[src/sv/smrd_pkg.sv]
// ----------------------------------------------------------------------------
// smrd_pkg: shared types and constants
// control word format, microprogram and configuration register map for the
// sliding median rise detector
// ----------------------------------------------------------------------------
package smrd_pkg;

    // configuration register map
    localparam int CFG_ADDR_W = 2;
    localparam int CFG_DATA_W = 12;
    localparam int THR_W      = 12;
    localparam int TOL_W      = 8;

    localparam logic [CFG_ADDR_W-1:0] REG_THRESHOLD = 2'd0;
    localparam logic [CFG_ADDR_W-1:0] REG_TOLERANCE = 2'd1;

    localparam logic [THR_W-1:0] THR_RESET = 12'd16;
    localparam logic [TOL_W-1:0] TOL_RESET = 8'd1;

    // microprogram step address
    typedef logic [2:0] t_step;

    localparam t_step STEP_ACCEPT  = 3'd0;
    localparam t_step STEP_CLEAR   = 3'd1;
    localparam t_step STEP_COMPARE = 3'd2;
    localparam t_step STEP_TEST    = 3'd3;
    localparam t_step STEP_EMIT    = 3'd4;

    typedef enum logic [2:0] {
        OP_ACCEPT,   // wait for a sample, store it in the ring
        OP_CLEAR,    // clear rank counters for the current candidate
        OP_COMPARE,  // compare candidate against one window entry
        OP_TEST,     // check candidate rank, capture median
        OP_EMIT      // load the output register
    } t_op;

    typedef enum logic [2:0] {
        C_ALWAYS,
        C_NO_INPUT,
        C_J_MORE,
        C_NOT_FOUND,
        C_OUT_BUSY
    } t_cond;

    typedef struct packed {
        t_op   op;
        t_cond cond;
        t_step jmp;   // taken when cond holds
        t_step nxt;   // taken otherwise
    } t_ctrl;

    // control store
    function automatic t_ctrl ucode(input t_step step);
        t_ctrl cw;
        unique case (step)
            STEP_ACCEPT:  cw = '{OP_ACCEPT,  C_NO_INPUT,  STEP_ACCEPT,  STEP_CLEAR};
            STEP_CLEAR:   cw = '{OP_CLEAR,   C_ALWAYS,    STEP_COMPARE, STEP_COMPARE};
            STEP_COMPARE: cw = '{OP_COMPARE, C_J_MORE,    STEP_COMPARE, STEP_TEST};
            STEP_TEST:    cw = '{OP_TEST,    C_NOT_FOUND, STEP_CLEAR,   STEP_EMIT};
            STEP_EMIT:    cw = '{OP_EMIT,    C_OUT_BUSY,  STEP_EMIT,    STEP_ACCEPT};
            default:      cw = '{OP_CLEAR,   C_ALWAYS,    STEP_ACCEPT,  STEP_ACCEPT};
        endcase
        return cw;
    endfunction

endpackage

[src/sv/smrd_window.sv]
// ----------------------------------------------------------------------------
// smrd_window: sample window store
// ring of WINDOW samples, one write port and two registered read ports,
// entries read as zero until first written after reset
// ----------------------------------------------------------------------------
module smrd_window #(
    parameter int WINDOW      = 5,
    parameter int SAMPLE_BITS = 12
) (
    input  logic                          i_clk,
    input  logic                          i_rst_n,
    input  logic                          i_we,
    input  logic [$clog2(WINDOW)-1:0]     i_waddr,
    input  logic signed [SAMPLE_BITS-1:0] i_wdata,
    input  logic [$clog2(WINDOW)-1:0]     i_raddr_a,
    input  logic [$clog2(WINDOW)-1:0]     i_raddr_b,
    output logic signed [SAMPLE_BITS-1:0] o_rdata_a,
    output logic signed [SAMPLE_BITS-1:0] o_rdata_b
);

    logic signed [SAMPLE_BITS-1:0] r_mem [WINDOW];
    logic [WINDOW-1:0]             r_vld;
    logic signed [SAMPLE_BITS-1:0] r_rd_a;
    logic signed [SAMPLE_BITS-1:0] r_rd_b;

    // entry valid bits stand in for the reset-to-zero of the store
    always_ff @(posedge i_clk) begin
        if (!i_rst_n) begin
            r_vld <= '0;
        end else if (i_we) begin
            r_vld[i_waddr] <= 1'b1;
        end
    end

    always_ff @(posedge i_clk) begin
        if (i_we) begin
            r_mem[i_waddr] <= i_wdata;
        end
        r_rd_a <= r_vld[i_raddr_a] ? r_mem[i_raddr_a] : '0;
        r_rd_b <= r_vld[i_raddr_b] ? r_mem[i_raddr_b] : '0;
    end

    assign o_rdata_a = r_rd_a;
    assign o_rdata_b = r_rd_b;

endmodule

[src/sv/sliding_median_rise_detector_top.sv]
// ----------------------------------------------------------------------------
// sliding_median_rise_detector_top: sliding window median with rise detect
// keeps the last WINDOW temperature samples, reports their median and flags
// a sudden rise of the median against the median saved before each write
// ----------------------------------------------------------------------------
// usage
//   s_axis carries one signed sample per transfer; m_axis returns one result
//   per sample (median and newest in tdata, window-full and rise in tuser).
//   limits are written through i_cfg_we / i_cfg_addr / i_cfg_data while idle
// timing
//   a microcoded sequencer finds the median by rank counting: each candidate
//   entry is cleared, compared against every window entry in turn and tested;
//   the search stops at the first candidate of rank WINDOW/2 and uses the
//   single compare unit; the result shows on m_axis the cycle after the
//   emit step
// reset
//   synchronous, active low: the window reads as all zero, fill count, write
//   slot and saved median clear, threshold 16 and tolerance 1, nothing pending
// stall
//   a finished result waits in the output register; the sequencer takes the
//   next sample meanwhile and waits at its emit step only while that register
//   is still held by a stalled receiver
// ----------------------------------------------------------------------------
module sliding_median_rise_detector_top #(
    parameter int WINDOW      = 5,
    parameter int SAMPLE_BITS = 12
) (
    input  logic                                   i_clk,
    input  logic                                   i_rst_n,
    // configuration write port
    input  logic                                   i_cfg_we,
    input  logic [smrd_pkg::CFG_ADDR_W-1:0]        i_cfg_addr,
    input  logic [smrd_pkg::CFG_DATA_W-1:0]        i_cfg_data,
    // sample stream
    input  logic                                   s_axis_tvalid,
    output logic                                   s_axis_tready,
    input  logic [((SAMPLE_BITS+7)/8)*8-1:0]       s_axis_tdata,  // sample
    // result stream
    output logic                                   m_axis_tvalid,
    input  logic                                   m_axis_tready,
    output logic [((2*SAMPLE_BITS+7)/8)*8-1:0]     m_axis_tdata,  // median, newest
    output logic [1:0]                             m_axis_tuser   // window_full, sudden_rise
);

    localparam int IDX_W  = $clog2(WINDOW);
    localparam int CNT_W  = $clog2(WINDOW + 1);
    localparam int OUT_W  = ((2*SAMPLE_BITS+7)/8)*8;
    // room for median difference and threshold sum without wrap
    localparam int CMP_W  = (SAMPLE_BITS + 2 > smrd_pkg::THR_W + 2) ?
                            SAMPLE_BITS + 2 : smrd_pkg::THR_W + 2;
    localparam logic [CNT_W-1:0] RANK = CNT_W'(WINDOW / 2);

    // sequencer
    smrd_pkg::t_step r_step, n_step;
    smrd_pkg::t_ctrl cw;
    logic            cond;

    // search datapath
    logic [IDX_W-1:0] r_i, n_i;
    logic [IDX_W-1:0] r_j, n_j;
    logic [CNT_W-1:0] r_less, n_less;
    logic [CNT_W-1:0] r_eq, n_eq;
    logic signed [SAMPLE_BITS-1:0] rd_a, rd_b;
    logic             found;
    logic             j_more;

    // ring state
    logic [IDX_W-1:0] r_slot, n_slot;
    logic [CNT_W-1:0] r_fill, n_fill;
    logic             full;
    logic             wr_en;
    logic signed [SAMPLE_BITS-1:0] sample;

    // medians
    logic signed [SAMPLE_BITS-1:0] r_median, n_median;
    logic signed [SAMPLE_BITS-1:0] r_last_med, n_last_med;
    logic signed [SAMPLE_BITS-1:0] r_saved, n_saved;
    logic                          r_saved_vld, n_saved_vld;
    logic signed [SAMPLE_BITS-1:0] r_newest, n_newest;

    // configuration
    logic [smrd_pkg::THR_W-1:0] r_thr;
    logic [smrd_pkg::TOL_W-1:0] r_tol;

    // rise compare
    logic signed [CMP_W-1:0] diff;
    logic signed [CMP_W-1:0] limit;
    logic                    rise;

    // output register
    logic                          r_out_vld;
    logic signed [SAMPLE_BITS-1:0] r_out_med;
    logic signed [SAMPLE_BITS-1:0] r_out_new;
    logic                          r_out_full;
    logic                          r_out_rise;
    logic                          out_busy;
    logic                          out_load;

    assign cw     = smrd_pkg::ucode(r_step);
    assign sample = $signed(s_axis_tdata[SAMPLE_BITS-1:0]);
    assign full   = (r_fill == CNT_W'(WINDOW));
    assign j_more = (r_j != IDX_W'(WINDOW - 1));
    // candidate holds rank WINDOW/2 when less <= RANK < less + equal
    assign found  = (r_less <= RANK) &&
                    ({1'b0, RANK} < ({1'b0, r_less} + {1'b0, r_eq}));
    assign out_busy = r_out_vld && !m_axis_tready;

    always_comb begin
        unique case (cw.cond)
            smrd_pkg::C_ALWAYS:    cond = 1'b1;
            smrd_pkg::C_NO_INPUT:  cond = !s_axis_tvalid;
            smrd_pkg::C_J_MORE:    cond = j_more;
            smrd_pkg::C_NOT_FOUND: cond = !found;
            smrd_pkg::C_OUT_BUSY:  cond = out_busy;
            default:               cond = 1'b1;
        endcase
    end

    assign s_axis_tready = (cw.op == smrd_pkg::OP_ACCEPT);
    assign wr_en         = s_axis_tready && s_axis_tvalid;
    assign out_load      = (cw.op == smrd_pkg::OP_EMIT) && !out_busy;

    // median rise against the saved median, both sides at full precision
    assign diff  = CMP_W'(r_median) - CMP_W'(r_saved);
    assign limit = CMP_W'(r_thr) + CMP_W'(r_tol);
    assign rise  = r_saved_vld && (diff > limit);

    always_comb begin
        n_step      = cond ? cw.jmp : cw.nxt;
        n_i         = r_i;
        n_j         = r_j;
        n_less      = r_less;
        n_eq        = r_eq;
        n_slot      = r_slot;
        n_fill      = r_fill;
        n_median    = r_median;
        n_last_med  = r_last_med;
        n_saved     = r_saved;
        n_saved_vld = r_saved_vld;
        n_newest    = r_newest;
        unique case (cw.op)
            smrd_pkg::OP_ACCEPT: begin
                n_i = '0;
                n_j = '0;
                if (s_axis_tvalid) begin
                    // window before this write equals the previous result's window
                    if (full) begin
                        n_saved     = r_last_med;
                        n_saved_vld = 1'b1;
                    end
                    n_slot   = (r_slot == IDX_W'(WINDOW - 1)) ? '0 :
                               IDX_W'(r_slot + 1'b1);
                    n_fill   = full ? r_fill : CNT_W'(r_fill + 1'b1);
                    n_newest = sample;
                end
            end
            smrd_pkg::OP_CLEAR: begin
                n_less = '0;
                n_eq   = '0;
                n_j    = '0;
            end
            smrd_pkg::OP_COMPARE: begin
                if (rd_b < rd_a) begin
                    n_less = CNT_W'(r_less + 1'b1);
                end
                if (rd_b == rd_a) begin
                    n_eq = CNT_W'(r_eq + 1'b1);
                end
                n_j = j_more ? IDX_W'(r_j + 1'b1) : '0;
            end
            smrd_pkg::OP_TEST: begin
                n_j = '0;
                if (found) begin
                    n_median = rd_a;
                    n_i      = '0;
                end else begin
                    n_i = IDX_W'(r_i + 1'b1);
                end
            end
            smrd_pkg::OP_EMIT: begin
                if (!out_busy) begin
                    n_last_med = r_median;
                end
            end
            default: begin
                n_step = smrd_pkg::STEP_ACCEPT;
            end
        endcase
    end

    // read ports follow the next indices so data lines up with r_i / r_j
    smrd_window #(
        .WINDOW      (WINDOW),
        .SAMPLE_BITS (SAMPLE_BITS)
    ) u_window (
        .i_clk     (i_clk),
        .i_rst_n   (i_rst_n),
        .i_we      (wr_en),
        .i_waddr   (r_slot),
        .i_wdata   (sample),
        .i_raddr_a (n_i),
        .i_raddr_b (n_j),
        .o_rdata_a (rd_a),
        .o_rdata_b (rd_b)
    );

    // control state
    always_ff @(posedge i_clk) begin
        if (!i_rst_n) begin
            r_step      <= smrd_pkg::STEP_ACCEPT;
            r_i         <= '0;
            r_j         <= '0;
            r_slot      <= '0;
            r_fill      <= '0;
            r_saved     <= '0;
            r_saved_vld <= 1'b0;
            r_last_med  <= '0;
            r_out_vld   <= 1'b0;
        end else begin
            r_step      <= n_step;
            r_i         <= n_i;
            r_j         <= n_j;
            r_slot      <= n_slot;
            r_fill      <= n_fill;
            r_saved     <= n_saved;
            r_saved_vld <= n_saved_vld;
            r_last_med  <= n_last_med;
            if (out_load) begin
                r_out_vld <= 1'b1;
            end else if (m_axis_tready) begin
                r_out_vld <= 1'b0;
            end
        end
    end

    // payload
    always_ff @(posedge i_clk) begin
        r_less   <= n_less;
        r_eq     <= n_eq;
        r_median <= n_median;
        r_newest <= n_newest;
        if (out_load) begin
            r_out_med  <= r_median;
            r_out_new  <= r_newest;
            r_out_full <= full;
            r_out_rise <= rise;
        end
    end

    // register writes, indexes beyond the map are ignored
    always_ff @(posedge i_clk) begin
        if (!i_rst_n) begin
            r_thr <= smrd_pkg::THR_RESET;
            r_tol <= smrd_pkg::TOL_RESET;
        end else if (i_cfg_we) begin
            unique case (i_cfg_addr)
                smrd_pkg::REG_THRESHOLD: r_thr <= i_cfg_data[smrd_pkg::THR_W-1:0];
                smrd_pkg::REG_TOLERANCE: r_tol <= i_cfg_data[smrd_pkg::TOL_W-1:0];
                default: ;
            endcase
        end
    end

    assign m_axis_tvalid = r_out_vld;
    assign m_axis_tdata  = OUT_W'({r_out_new, r_out_med});
    assign m_axis_tuser  = {r_out_rise, r_out_full};

endmodule

[config.mk]
export PLATFORM = sky130hd
export DESIGN_NAME = sliding_median_rise_detector_top
export DESIGN_NICKNAME = d
export VERILOG_FILES = /design/src/sv/smrd_pkg.sv /design/src/sv/smrd_window.sv /design/src/sv/sliding_median_rise_detector_top.sv
export SDC_FILE = /design/constraint.sdc
export NUM_CORES = 1
export LEC_CHECK = 0
export ABC_CLOCK_PERIOD_IN_PS = 3700
export BUFFER_PORTS_ARGS = -buffer_cell sky130_fd_sc_hd__buf_2
export CORE_UTILIZATION = 25
export CTS_CLUSTER_DIAMETER = 50
export DETAILED_ROUTE_END_ITERATION = 7
export SYNTH_ARGS = -nofsm -noshare
export SYNTH_HDL_FRONTEND = slang
export SYNTH_HIERARCHICAL = 1
export SYNTH_SLANG_ARGS = --single-unit
[constraint.sdc]
create_clock -name i_clk -period 3.7 [get_ports i_clk]
set_clock_uncertainty 0.15 [all_clocks]
set_input_delay 0.37 -clock i_clk [delete_from_list [all_inputs] [get_ports i_clk]]
set_output_delay 0.37 -clock i_clk [all_outputs]
set_load 0.02 [all_outputs]
# --- After elaboration in Yosys (flattened, before gate mapping) ---
# Memory sizes are Yosys's and may differ from the RTL's. A register that Yosys moved wholly into a read port is not among the register bits.
# Index checks and enable logic that the tools add are counted.
totals:
  latchBits: 0
  word_cells: 111
  ramBits: 60
  mem_bits_ro: 0
  register_bits: 122
  memories: 1
  out_inout_bits: 28
  in_bits: 35
mem_list:
  columns: ["name", "words", "width", "read_ports", "rd_ports_with_merged_regs", "write_ports", "line_no", "rtl"]
  rows:
  - ["u_window.r_mem", 5, 12, 2, 2, 1, "smrd_window.sv:21", "logic signed [SAMPLE_BITS-1:0] r_mem [WINDOW];"]
classes:
  bitwise: 3
  reduce_logical: 29
  shift: 0
  n_eq_ne: 19
  multipliers: 0
  muxes: 22
  div: 0
  magnitude_cmp: 8
  add_sub_neg: 9
ops:
  columns: ["op", "n"]
  rows:
  - ["12-bit case mux with 5 select lines", 1]
  - ["3-bit case mux with 2 select lines", 4]
  - ["3-bit by 1-bit adder with 3-bit output (second input constant)", 6]
  - ["3-bit by 2-bit equality test with 1-bit output (second input constant)", 6]
  - ["3-bit two-way mux", 6]
  - ["2-bit AND reduction", 8]
  - ["3-bit equality test (second input constant)", 5]
  - ["13-bit by 14-bit greater-than comparator with 1-bit output", 1]
  - ["12-bit by 8-bit adder with 13-bit output", 1]
  - ["12-bit by 12-bit subtractor with 13-bit output", 1]
  - ["12-bit equality test", 1]
  - ["12-bit < comparator", 1]
  - ["3-bit by 4-bit < comparator with 1-bit output (second input constant)", 3]
  - ["3-bit by 1-bit equality test with 1-bit output (second input constant)", 3]
  - ["1-bit two-way mux", 7]
  - ["1-bit binary-select mux with 3-bit select", 2]
  - ["1-bit logical AND", 6]
  - ["1-bit logical NOT", 6]
  - ["3-bit logical NOT", 2]
  - ["3-bit AND reduction", 2]
  - ["5-bit OR", 1]
  - ["5-bit OR reduction", 1]
  - ["3-bit by 3-bit adder with 4-bit output", 1]
  - ["2-bit by 4-bit < comparator with 1-bit output (first input constant)", 1]
  - ["other kinds (11)", 14]

# --- Logic depth before layout (Yosys ltp) ---
# Gate-level depths: netlist of run 1.
depth:
  word_depth: 8
  ltp_mapped: 14
  depth_no_buf: 14

# --- Modules after synthesis ---
# The synthesis of run 1 kept the hierarchy.
modules_own_cells:
  columns: ["mod", "cells_each", "seq_area_each_um2", "instances", "area_each_um2"]
  rows:
  - ["sliding_median_rise_detector_top", 584, 2902.8, 1, 6090.8]
  - ["smrd_window", 218, 2382.3, 1, 3557.2]

# --- Least setup slack after synthesis of run 1 ---
# No wires, ideal clock.
synth_timing:
  kind: "reg-to-reg"
  start: "register r_step[2]"
  end: "memory u_window.r_mem[0][0] (enable)"
  setup_ns: 0.421
  required_ns: 3.129
  stages_incl_launch_ff: 5
  synth_period_minus_slack_ns: 3.279
  t_arrival_ns: 2.708
  slack_ns: 0.421
  path_buffers: 0
  path_cell_list: "dfxtp_1 nor3_2 nand2_1 inv_2 nor4b_1"
synth_between:
  elab_chain_cells: 6
  word_cells_on_any_way: 10
  classes_between: "4 x eq/ne; 3 x mux; 3 x reduce/logical"
synth_lines:
  columns: ["element", "line_no", "rtl"]
  rows:
  - ["start, declared", "sliding_median_rise_detector_top.sv:54", "smrd_pkg::t_step r_step, n_step;"]
  - ["start signal, assigned", "sliding_median_rise_detector_top.sv:210", "r_step <= smrd_pkg::STEP_ACCEPT;"]
  - ["start signal, assigned", "sliding_median_rise_detector_top.sv:220", "r_step <= n_step;"]
  - ["3-bit equality test, or another cell as far along", "smrd_pkg.sv:55", "unique case (step)"]
  - ["12-bit case mux with 5 select lines (*)", "smrd_pkg.sv:55", null]
  - ["3-bit logical NOT (*)", "sliding_median_rise_detector_top.sv:119", "assign s_axis_tready = (cw.op == smrd_pkg::OP_ACCEPT);"]
  - ["named net s_axis_tready", "sliding_median_rise_detector_top.sv:36", "output logic s_axis_tready,"]
  - ["1-bit logical AND (*)", "sliding_median_rise_detector_top.sv:120", "assign wr_en = s_axis_tready && s_axis_tvalid;"]
  - ["named net wr_en", "sliding_median_rise_detector_top.sv:71", "logic wr_en;"]
  - ["1-bit two-way mux (*)", "smrd_window.sv:36", "if (i_we) begin"]
  - ["1-bit two-way mux (not written as such) (*)", "smrd_window.sv:37", "r_mem[i_waddr] <= i_wdata;"]
  - ["end, declared", "smrd_window.sv:21", null]
# The timed path passes the listed nets; every way through them passes the cells marked *.

# --- Worst setup path in the final report of run 1 ---
layout_timing:
  start: "register r_median[1]"
  end: "register r_out_rise, data pin"
layout_between:
  elab_chain_cells: 3
layout_lines:
  columns: ["element", "line_no", "rtl"]
  rows:
  - ["start, declared", "sliding_median_rise_detector_top.sv:75", "logic signed [SAMPLE_BITS-1:0] r_median, n_median;"]
  - ["start signal, assigned", "sliding_median_rise_detector_top.sv:240", "r_median <= n_median;"]
  - ["12-bit by 12-bit subtractor with 13-bit output", "sliding_median_rise_detector_top.sv:124", "assign diff = CMP_W'(r_median) - CMP_W'(r_saved);"]
  - ["13-bit by 14-bit greater-than comparator with 1-bit output", "sliding_median_rise_detector_top.sv:126", "assign rise = r_saved_vld && (diff > limit);"]
  - ["1-bit logical AND", "sliding_median_rise_detector_top.sv:126", null]
  - ["named net rise", "sliding_median_rise_detector_top.sv:88", "logic rise;"]
  - ["end signal, assigned", "sliding_median_rise_detector_top.sv:246", "r_out_rise <= rise;"]
  - ["end, declared", "sliding_median_rise_detector_top.sv:95", "logic r_out_rise;"]
# The timed path passes the listed nets, and every way through them passes these cells.
# A chain may end at the register's enable or synchronous reset.

==> results of run 1 <==
==> per-layer routing <==
layer,track usage,vias up,wire (µm)
li1,-,3073,-
met1,0.1331,3013,9332
met2,0.1874,104,9894
met3,0.02102,34,780
met4,0.02877,0,472
met5,0,-,0
==> metrics by stage <==
step                instances  hold slack [ps]  setup slack, ps  power (mW)
floorplan                 802            250.3            421.0       3.174
global placement         1359            253.6            385.0       3.344
detailed placement       1359            255.2            366.0       3.366
CTS                      1428            76.49            287.4       5.866
global route             1428            104.3            79.22       6.053
finish                   1428            77.48            276.8       5.788
==> worst max-delay path, cell delays in order (launching register included) <==
cell and delay [ps]:
edfxtp_1 450, ha_1 320, nor2b_1 140, o31a_1 290
o311ai_1 400, nand2_1 140, o211ai_1 220, ha_1 290
a211o_1 260, a21oi_1 110, o21ai_0 90, o21ai_0 210
a311oi_1 60
==> layout make-up <==
cell class | count | area [µm²] | area share
clock buffer | 31 | 646.9 | 0.05576
clock inverter | 13 | 188.9 | 0.01629
inverter | 74 | 277.8 | 0.02394
multi-input combinational | 495 | 3910 | 0.3370
sequential | 206 | 5285 | 0.4556
tap | 511 | 639.4 | 0.05511
timing repair buffer | 98 | 653.1 | 0.05630
==> worst min path at each step <==
stage	start	end	slack, ps	depth (start not counted)
6_report	m_axis_tready	m_axis_tvalid	80	3
3_5_place_dp	r_newest[8]	r_out_new[8]	260	0
2_1_floorplan	r_newest[0]	r_out_new[0]	250	0
4_1_cts	m_axis_tready	m_axis_tvalid	80	3
5_1_grt	m_axis_tready	m_axis_tvalid	100	3
3_3_place_gp	r_newest[7]	r_out_new[7]	250	0
==> power by group through the flow <==
| stage | sequential (mW) | combinational, mW | clock, mW |
|---|---|---|---|
| floorplan | 2.67 | 0.505 | 0 |
| global route | 2.67 | 0.769 | 2.61 |
| detailed placement | 2.70 | 0.662 | 0 |
| global placement | 2.70 | 0.646 | 0 |
| CTS | 2.66 | 0.686 | 2.52 |
| finish | 2.65 | 0.673 | 2.46 |
==> cells in the final DEF, fill, tap and decap left out, drive strengths merged, types with 4 or more instances in the layout <==
cell / n
nand2b: 5
nand2: 90
o21ai: 37
xor2: 7
a21oi: 18
dfxtp: 90
or3: 5
nand4: 5
a21boi: 24
inv: 75
nor2b: 31
nand3: 7
buf: 73
clkinv: 8
nor2: 31
xnor2: 11
nor3b: 6
ha: 57
and2: 14
a21o: 4
clkbuf: 31
and3: 4
a211oi: 4
a22oi: 5
dlygate4sd3: 25
o21a: 17
edfxtp: 116
mux2: 5
mux2i: 21
mux4: 24
nor3: 7
==> logic make-up after synthesis <==
kind of cell,Yosys count,share of synthesized area
xor+xnor,18,0.01634
mux,50,0.08559
simple gates,223,0.1183
flops,206,0.5478
buf+inv,101,0.04928
fa+ha+maj,60,0.08015
compound gates,144,0.1026
==> synth_stat cells (all sizes together) (5+ instances only) <==
| cell type | number |
|---|---|
| dfxtp | 90 |
| clkbuf | 11 |
| nor2 | 31 |
| mux2 | 5 |
| or3 | 5 |
| nand3 | 7 |
| o21a | 17 |
| and2 | 14 |
| edfxtp | 116 |
| xnor2 | 11 |
| xor2 | 7 |
| a21oi | 18 |
| a22oi | 5 |
| nor3 | 7 |
| nor2b | 31 |
| o21ai | 37 |
| nand2 | 90 |
| inv | 74 |
| nor3b | 6 |
| nand4 | 5 |
| mux2i | 21 |
| mux4 | 24 |
| buf | 16 |
| ha | 57 |
| a21boi | 24 |
| nand2b | 5 |
==> state kept, by name, summed over array words and instances (netlist names), 12 cells and up <==
signal and flops:
r_saved 12, r_median 12, u_window/o_rdata_a 12, r_out_new 12, r_thr 12, u_window/o_rdata_b 12
r_newest 12, r_last_med 12, u_window/r_mem 60, r_out_med 12
==> flow_summary.yaml, run 1 <==
floorplan:
  num_rows: 71
  die_y_um: 198.5
  initial_core_util: 0.2549
  dieArea_um2: 39380
  io_pins: 63
  core-area_um2: 37840
  die_width_um: 198.5
global_route:
  grt_usage: 0.1069
  antenna_found_initial: 0
  grt_pass1_vias: 6399
  grt_start_max_net_pins: 67
  grt_first_pass_wirelength_um: 33200
  grt_overflow: 0
synthesis:
  synth_cells: 802
  synth_area_um2: 9648
  ys_top_cells_by_area: "edfxtp_1 36%, dfxtp_1 19%, ha_1 7.4%"
  synth_enable_flop_cells: 116
  ys_types: 75
  ys_warn_count: 6
  syn_area_per_cell_um2: 12.03
  synthFlopType: "edfxtp_1"
  synth_fp_nets: 897
  synth-seq-cells: 206
  async_flop_share: 0
  yosysTopAreaCell: "edfxtp_1"
  synth.top_cell.area_share: 0.3610
  synth_seq_area_share: 0.5478
clock_network:
  cts_setup_buffers: 0
  cts_tree: "yes"
  cts_inserted_buffers: 24
  post_cts_resized: 0
  clock_latency_ps: 540
  ctsHoldBuffers: 25
  path_clk_slew_ps: 60
  h-tree-depth: 1
  clock_path_buffers: 3
  cts_root_buffer: "clkbuf_16"
  cts.sinks: 206
setup_path:
  crit_start: "r_median[1]"
  startpoint_type: "flip-flop"
  rr_startpoint: "r_median[1]"
  reg2reg_to: "r_out_rise"
  critical_path_class: "flip-flop to flip-flop"
  required_ps: 3820
  crit_end: "r_out_rise"
  crit_path_end_kind: "flip-flop"
  path_max_fanout: 4
  r2r_cells: 12
  ff2ff_setup_slack_ps: 280
  arrival_ps: 3550
placement:
  place.gp.congestion: 0.8106
  place_hpwl_um: 14060
  io_buffer_count: 58
  placed_area_um2: 10520
drt:
  vias_per_cell: 4.359
  drt-initial-drc-count: 367
  postRouteAntennaNets: 0
  drc: 0
  wl_per_cell_um: 14.34
  vias: 6224
  first_pass_iters: 5
  drt-total-wl_um: 20480
timing:
  period_needed_ps: 3423
  worst_pin_slew_ps: 1008
  tns_ps: 0
  period_share: 0.9252
  hold_violations: 0
  setup_viol: 0
  slew_violations: 0
  max_slew_margin: 0.3282
  fmax_mhz: 292.1
  rsz0062_at_grt: "no"
pwr:
  vdd_drop_max_v: 0.0003012
  intPower_mw: 4.351
  p_per_area_nw_per_um2: 498.9
  seqPwrFrac: 0.459
  swShare: 0.2481
  share_comb_of_total_power: 0.116
  total_leakage_power_nw: 4.283
  clock_power_share: 0.425
  p_switching_mw: 1.436
finish:
  antennaDiodeCount: 0
  fin_util: 0.3066
  area_growth_pct: 20.24
  drive_gt1_frac: 0.1658
  fill_cells: 3846
  nets: 994
  design_area_um2: 11600
run_status:
  status: "completed"
job:
  cap_viol_max_count: 0
hold_path:
  hold_path.class: "primary input to flip-flop"
(Power assumes the default switching activity.)
==> inputs of run 2 (changes only) <==
Settings changed: ABC_CLOCK_PERIOD_IN_PS 3700 to 4000, CORE_ASPECT_RATIO set to 0.6.
Clock period 3.7 ns to 4 ns, I/O delays scaled along.
==> flow_summary.yaml, run 2 (synthesized netlist as in run 1, its figures left out) <==
run_status:
  status: "completed"
setup_path:
  crit_chain: "ha_1 > nor2b_1 > o31a_1 > o311ai_1 > nand2_1 > o211ai_1 > ha_1 > and4_1 > nand4_1 > nor3b_1 > o21ai_0 > a311oi_1"
  arrival_ps: 3710
  cp_top_family: "compound AO/OA/AOI/OAI gates"
  startpoint_type: "flip-flop"
  critical_path_class: "flip-flop to flip-flop"
  path_max_fanout: 4
  max_stage_delay_ps: 440
  required_ps: 4190
  crit_slowest_cell: "edfxtp_1"
  cp_num_buf_inv: 0
  crit_path_end_kind: "flip-flop"
  path_common_cell: "ha_1"
  ff2ff_setup_slack_ps: 480
global_route:
  grt_first_pass_wirelength_um: 34670
  grt_pass1_vias: 6342
  antenna_found_initial: 0
  grt_overflow: 0
  grt_usage: 0.1105
  grt_start_max_net_pins: 63
finish:
  final_common_cell: "edfxtp_1"
  nets: 994
  regMostFlops: "u_window/r_mem"
  largest_register_ffs: 60
  antennaDiodeCount: 0
  drive_gt1_frac: 0.1723
  layout_common_cells: "116 x edfxtp_1, 90 x nand2_1, 90 x dfxtp_1"
  area_growth_pct: 20.11
pwr:
  total_leakage_power_nw: 4.288
  swShare: 0.2592
  p_switching_mw: 1.383
  seqPwrFrac: 0.460
  p_per_area_nw_per_um2: 460.5
  intPower_mw: 3.954
  clock_power_share: 0.419
  vdd_drop_max_v: 0.0002865
  share_comb_of_total_power: 0.122
timing:
  hold_violations: 0
  fmax_mhz: 284.0
  worst_pin_slew_ps: 1029
  tns_ps: 0
  rsz0062_at_grt: "no"
  setup_viol: 0
  max_slew_margin: 0.3142
  period_share: 0.8803
  period_needed_ps: 3521
  slew_violations: 0
  layout_setup_ws_ps: 478.7
clock_network:
  clock_path_buffers: 3
  cts_inserted_buffers: 25
  cts.sinks: 206
  cts_root_buffer: "clkbuf_16"
  cts_tree: "yes"
  h-tree-depth: 1
  clock_latency_ps: 550
  path_clk_slew_ps: 60
drt:
  wl_per_cell_um: 14.97
  vias: 6233
  postRouteAntennaNets: 0
  drt-initial-drc-count: 337
  drc: 0
  first_pass_iters: 5
  drt-total-wl_um: 21400
  vias_per_cell: 4.359
placement:
  place_hpwl_um: 15150
  place.gp.congestion: 0.7886
  io_buffer_count: 58
  preCtsSetupSlack_ps: 483.2
hold_path:
  hold_path.class: "primary input to flip-flop"
floorplan:
  io_pins: 63
  die_y_um: 154.2
  core-area_um2: 37850
  initial_core_util: 0.2549
  num_rows: 55
  die_width_um: 255.6
  dieArea_um2: 39410
job:
  cap_viol_max_count: 0
[run 2: stage by stage]
| stage | utilization | power, mW | hold WS [ps] | area, µm² | cells |
|---|---|---|---|---|---|
| after floorplan | - | 2.936 | 250.3 | 9648 | 802 |
| after global placement | 0.2780 | 3.116 | 251.3 | 10520 | 1360 |
| after detailed placement | 0.2780 | 3.136 | 255.4 | 10520 | 1360 |
| after CTS | 0.3062 | 5.422 | 63.63 | 11590 | 1430 |
| after global routing | 0.3062 | 5.598 | 84.40 | 11590 | 1430 |
| final | 0.3062 | 5.337 | 87.56 | 11590 | 1430 |
[run 2: final cells by class]
cell class	instances	area, µm²
Clock buffer	32	713.2
Inverter	74	277.8
Fill cell	3876	26260
Timing Repair Buffer	97	645.6
Sequential cell	206	5285
Clock inverter	13	105.1
Tap cell	513	641.9
Multi-Input combinational cell	495	3920
[run 2: metal layers]
layer | part of all wire | GRT usage
met1 | 0.53 | 0.1653
met2 | 0.41 | 0.1628
met3 | 0.042 | 0.02130
met4 | 0.019 | 0.02538
met5 | 0 | 0
[run 2: what timing repair did]
item,in CTS,in global routing
buffers inserted,0,0
endpoints found under the hold margin,95,0
resized for setup,0,0
hold buffers,25,0
[run 2: worst paths after layout]
path	from	end	cells past startpoint
hold reg to reg	r_newest[10]	r_out_new[10]	0
setup reg to reg	r_median[1]	r_out_rise	12
hold / removal	s_axis_tvalid	r_step[0]	3
setup / recovery	r_median[1]	r_out_rise	12
[run 2: power by group through the flow]
stage / clock network (mW) / logic [mW] / registers, mW
final: 2.23 / 0.649 / 2.45
after global routing: 2.40 / 0.733 / 2.47
after CTS: 2.31 / 0.658 / 2.45
after detailed placement: 0 / 0.636 / 2.50
after global placement: 0 / 0.620 / 2.50
after floorplan: 0 / 0.467 / 2.47
[run 2: tightest hold or removal path: stages]
cell	delay, ps
buf_2	130
o41ai_1	70
nor3_1	120
==> inputs of run 3 (changes only) <==
Settings changed: CTS_BUF_LIST set to sky130_fd_sc_hd__clkbuf_8.
==> flow_summary.yaml, run 3 (synthesized netlist as in run 1, its figures left out) <==
drt:
  wl_met2_um: 8716
  vias: 6310
  top_layer: "met4"
  postRouteAntennaNets: 0
  wl_per_cell_um: 14.93
  wl_met1_um: 11550
  first_pass_iters: 5
  drt-total-wl_um: 21660
  drc: 0
  vias_per_cell: 4.349
  drt-initial-drc-count: 367
  wl_met3_um: 980
finish:
  area_growth_pct: 20.22
  fin_util: 0.3064
  layout_common_cells: "116 x edfxtp_1, 90 x nand2_1, 90 x dfxtp_1"
  largest_register_ffs: 60
  antennaDiodeCount: 0
  final_common_cell: "edfxtp_1"
  drive_gt1_frac: 0.1802
  nets: 1005
  regMostFlops: "u_window/r_mem"
setup_path:
  crit_end: "r_out_rise"
  path_max_fanout: 4
  path_common_cell: "ha_1"
  startpoint_type: "flip-flop"
  crit_slowest_cell: "edfxtp_1"
  crit_chain: "ha_1 > nor2b_1 > o31a_1 > o311ai_1 > nand2_1 > o211ai_1 > ha_1 > and4_1 > nand4_1 > nor3b_1 > o21ai_0 > a311oi_1"
  crit_path_end_kind: "flip-flop"
  crit_start: "r_median[1]"
  arrival_ps: 3710
  required_ps: 4190
  ff2ff_setup_slack_ps: 490
  crit_cells: 12
  critical_path_class: "flip-flop to flip-flop"
  rr_startpoint: "r_median[1]"
  cp_num_buf_inv: 0
  r2r_cells: 12
  cp_top_family: "compound AO/OA/AOI/OAI gates"
  max_stage_delay_ps: 450
  reg2reg_to: "r_out_rise"
clock_network:
  cts_inserted_buffers: 36
  cts.sinks: 206
  cts_root_buffer: "clkbuf_8"
  clock_latency_ps: 550
  path_clk_slew_ps: 60
  h-tree-depth: 2
  cts_tree: "yes"
  post_cts_resized: 0
  clock_path_buffers: 3
  cts_setup_buffers: 0
timing:
  slew_violations: 0
  worst_pin_slew_ps: 1036
  period_share: 0.8779
  max_slew_margin: 0.3096
  fmax_mhz: 284.8
  setup_viol: 0
  hold_violations: 0
  period_needed_ps: 3511
  rsz0062_at_grt: "no"
  tns_ps: 0
global_route:
  grt_start_max_net_pins: 63
  grt_usage: 0.1118
  grt_pass1_vias: 6418
  grt_first_pass_wirelength_um: 34750
  grt_overflow: 0
  antenna_found_initial: 0
floorplan:
  dieArea_um2: 39410
  core-area_um2: 37850
  die_width_um: 255.6
  io_pins: 63
  num_rows: 55
  die_y_um: 154.2
  initial_core_util: 0.2549
job:
  cap_viol_max_count: 0
pwr:
  p_per_area_nw_per_um2: 460.4
  total_leakage_power_nw: 4.343
  vdd_drop_max_v: 0.0002489
placement:
  io_buffer_count: 58
  place.gp.congestion: 0.7886
  place_hpwl_um: 15150
run_status:
  status: "completed"
hold_path:
  hold_path.class: "primary input to flip-flop"
[run 3: worst min path at each step]
stage                             start            to  cells after the start
after floorplan             r_newest[0]  r_out_new[0]                      0
after global placement      r_newest[6]  r_out_new[6]                      0
after detailed placement    r_newest[5]  r_out_new[5]                      0
after CTS                 s_axis_tvalid     r_step[0]                      3
after global routing      s_axis_tvalid     r_step[0]                      3
final                     s_axis_tvalid     r_step[0]                      3
[run 3: power breakdown]
group          internal, mW  switching [mW]  total, mW  leakage [nW]
registers              2.37          0.0802       2.45          1.79
logic                 0.298           0.352      0.650          2.08
clock network          1.33           0.903       2.24         0.464
[run 3: worst register-to-register path, cell delays in order (launching register included)]
cell,delay (ps)
edfxtp_1,450
ha_1,310
nor2b_1,130
o31a_1,310
o311ai_1,390
nand2_1,140
o211ai_1,240
ha_1,290
and4_1,210
nand4_1,80
nor3b_1,180
o21ai_0,150
a311oi_1,300
[run 3: what timing repair did]
action,CTS,global route
setup endpoints to repair,0,0
hold endpoints to repair,96,0
hold buffers,25,0
[run 3: through the flow]
stage	hold slack (ps)	power, mW	instance area [µm²]	setup slack [ps]	instances
5_1_grt	67.92	5.610	11600	237.2	1451
6_report	96.40	5.340	11600	488.6	1451
3_3_place_gp	251.3	3.116	10520	630.0	1360
4_1_cts	53.64	5.428	11600	472.7	1451
2_1_floorplan	250.3	2.936	9648	721.1	802
3_5_place_dp	255.4	3.136	10520	483.2	1360
[run 3: layer usage]
metal / vias up / global-route usage
li1: 3099 / -
met2: 107 / 0.1611
met3: 33 / 0.02622
met5: - / 0
met4: 0 / 0.03507
met1: 3071 / 0.1639
[run 3: area by class of cell]
| cell class | instances | area (µm²) |
|---|---|---|
| tap | 513 | 641.9 |
| fill | 3881 | 26250 |
| sequential | 206 | 5285 |
| clock buffer | 41 | 564.3 |
| inverter | 74 | 277.8 |
| timing repair buffer | 97 | 645.6 |
| multi-input combinational | 495 | 3920 |
| clock inverter | 25 | 264.0 |
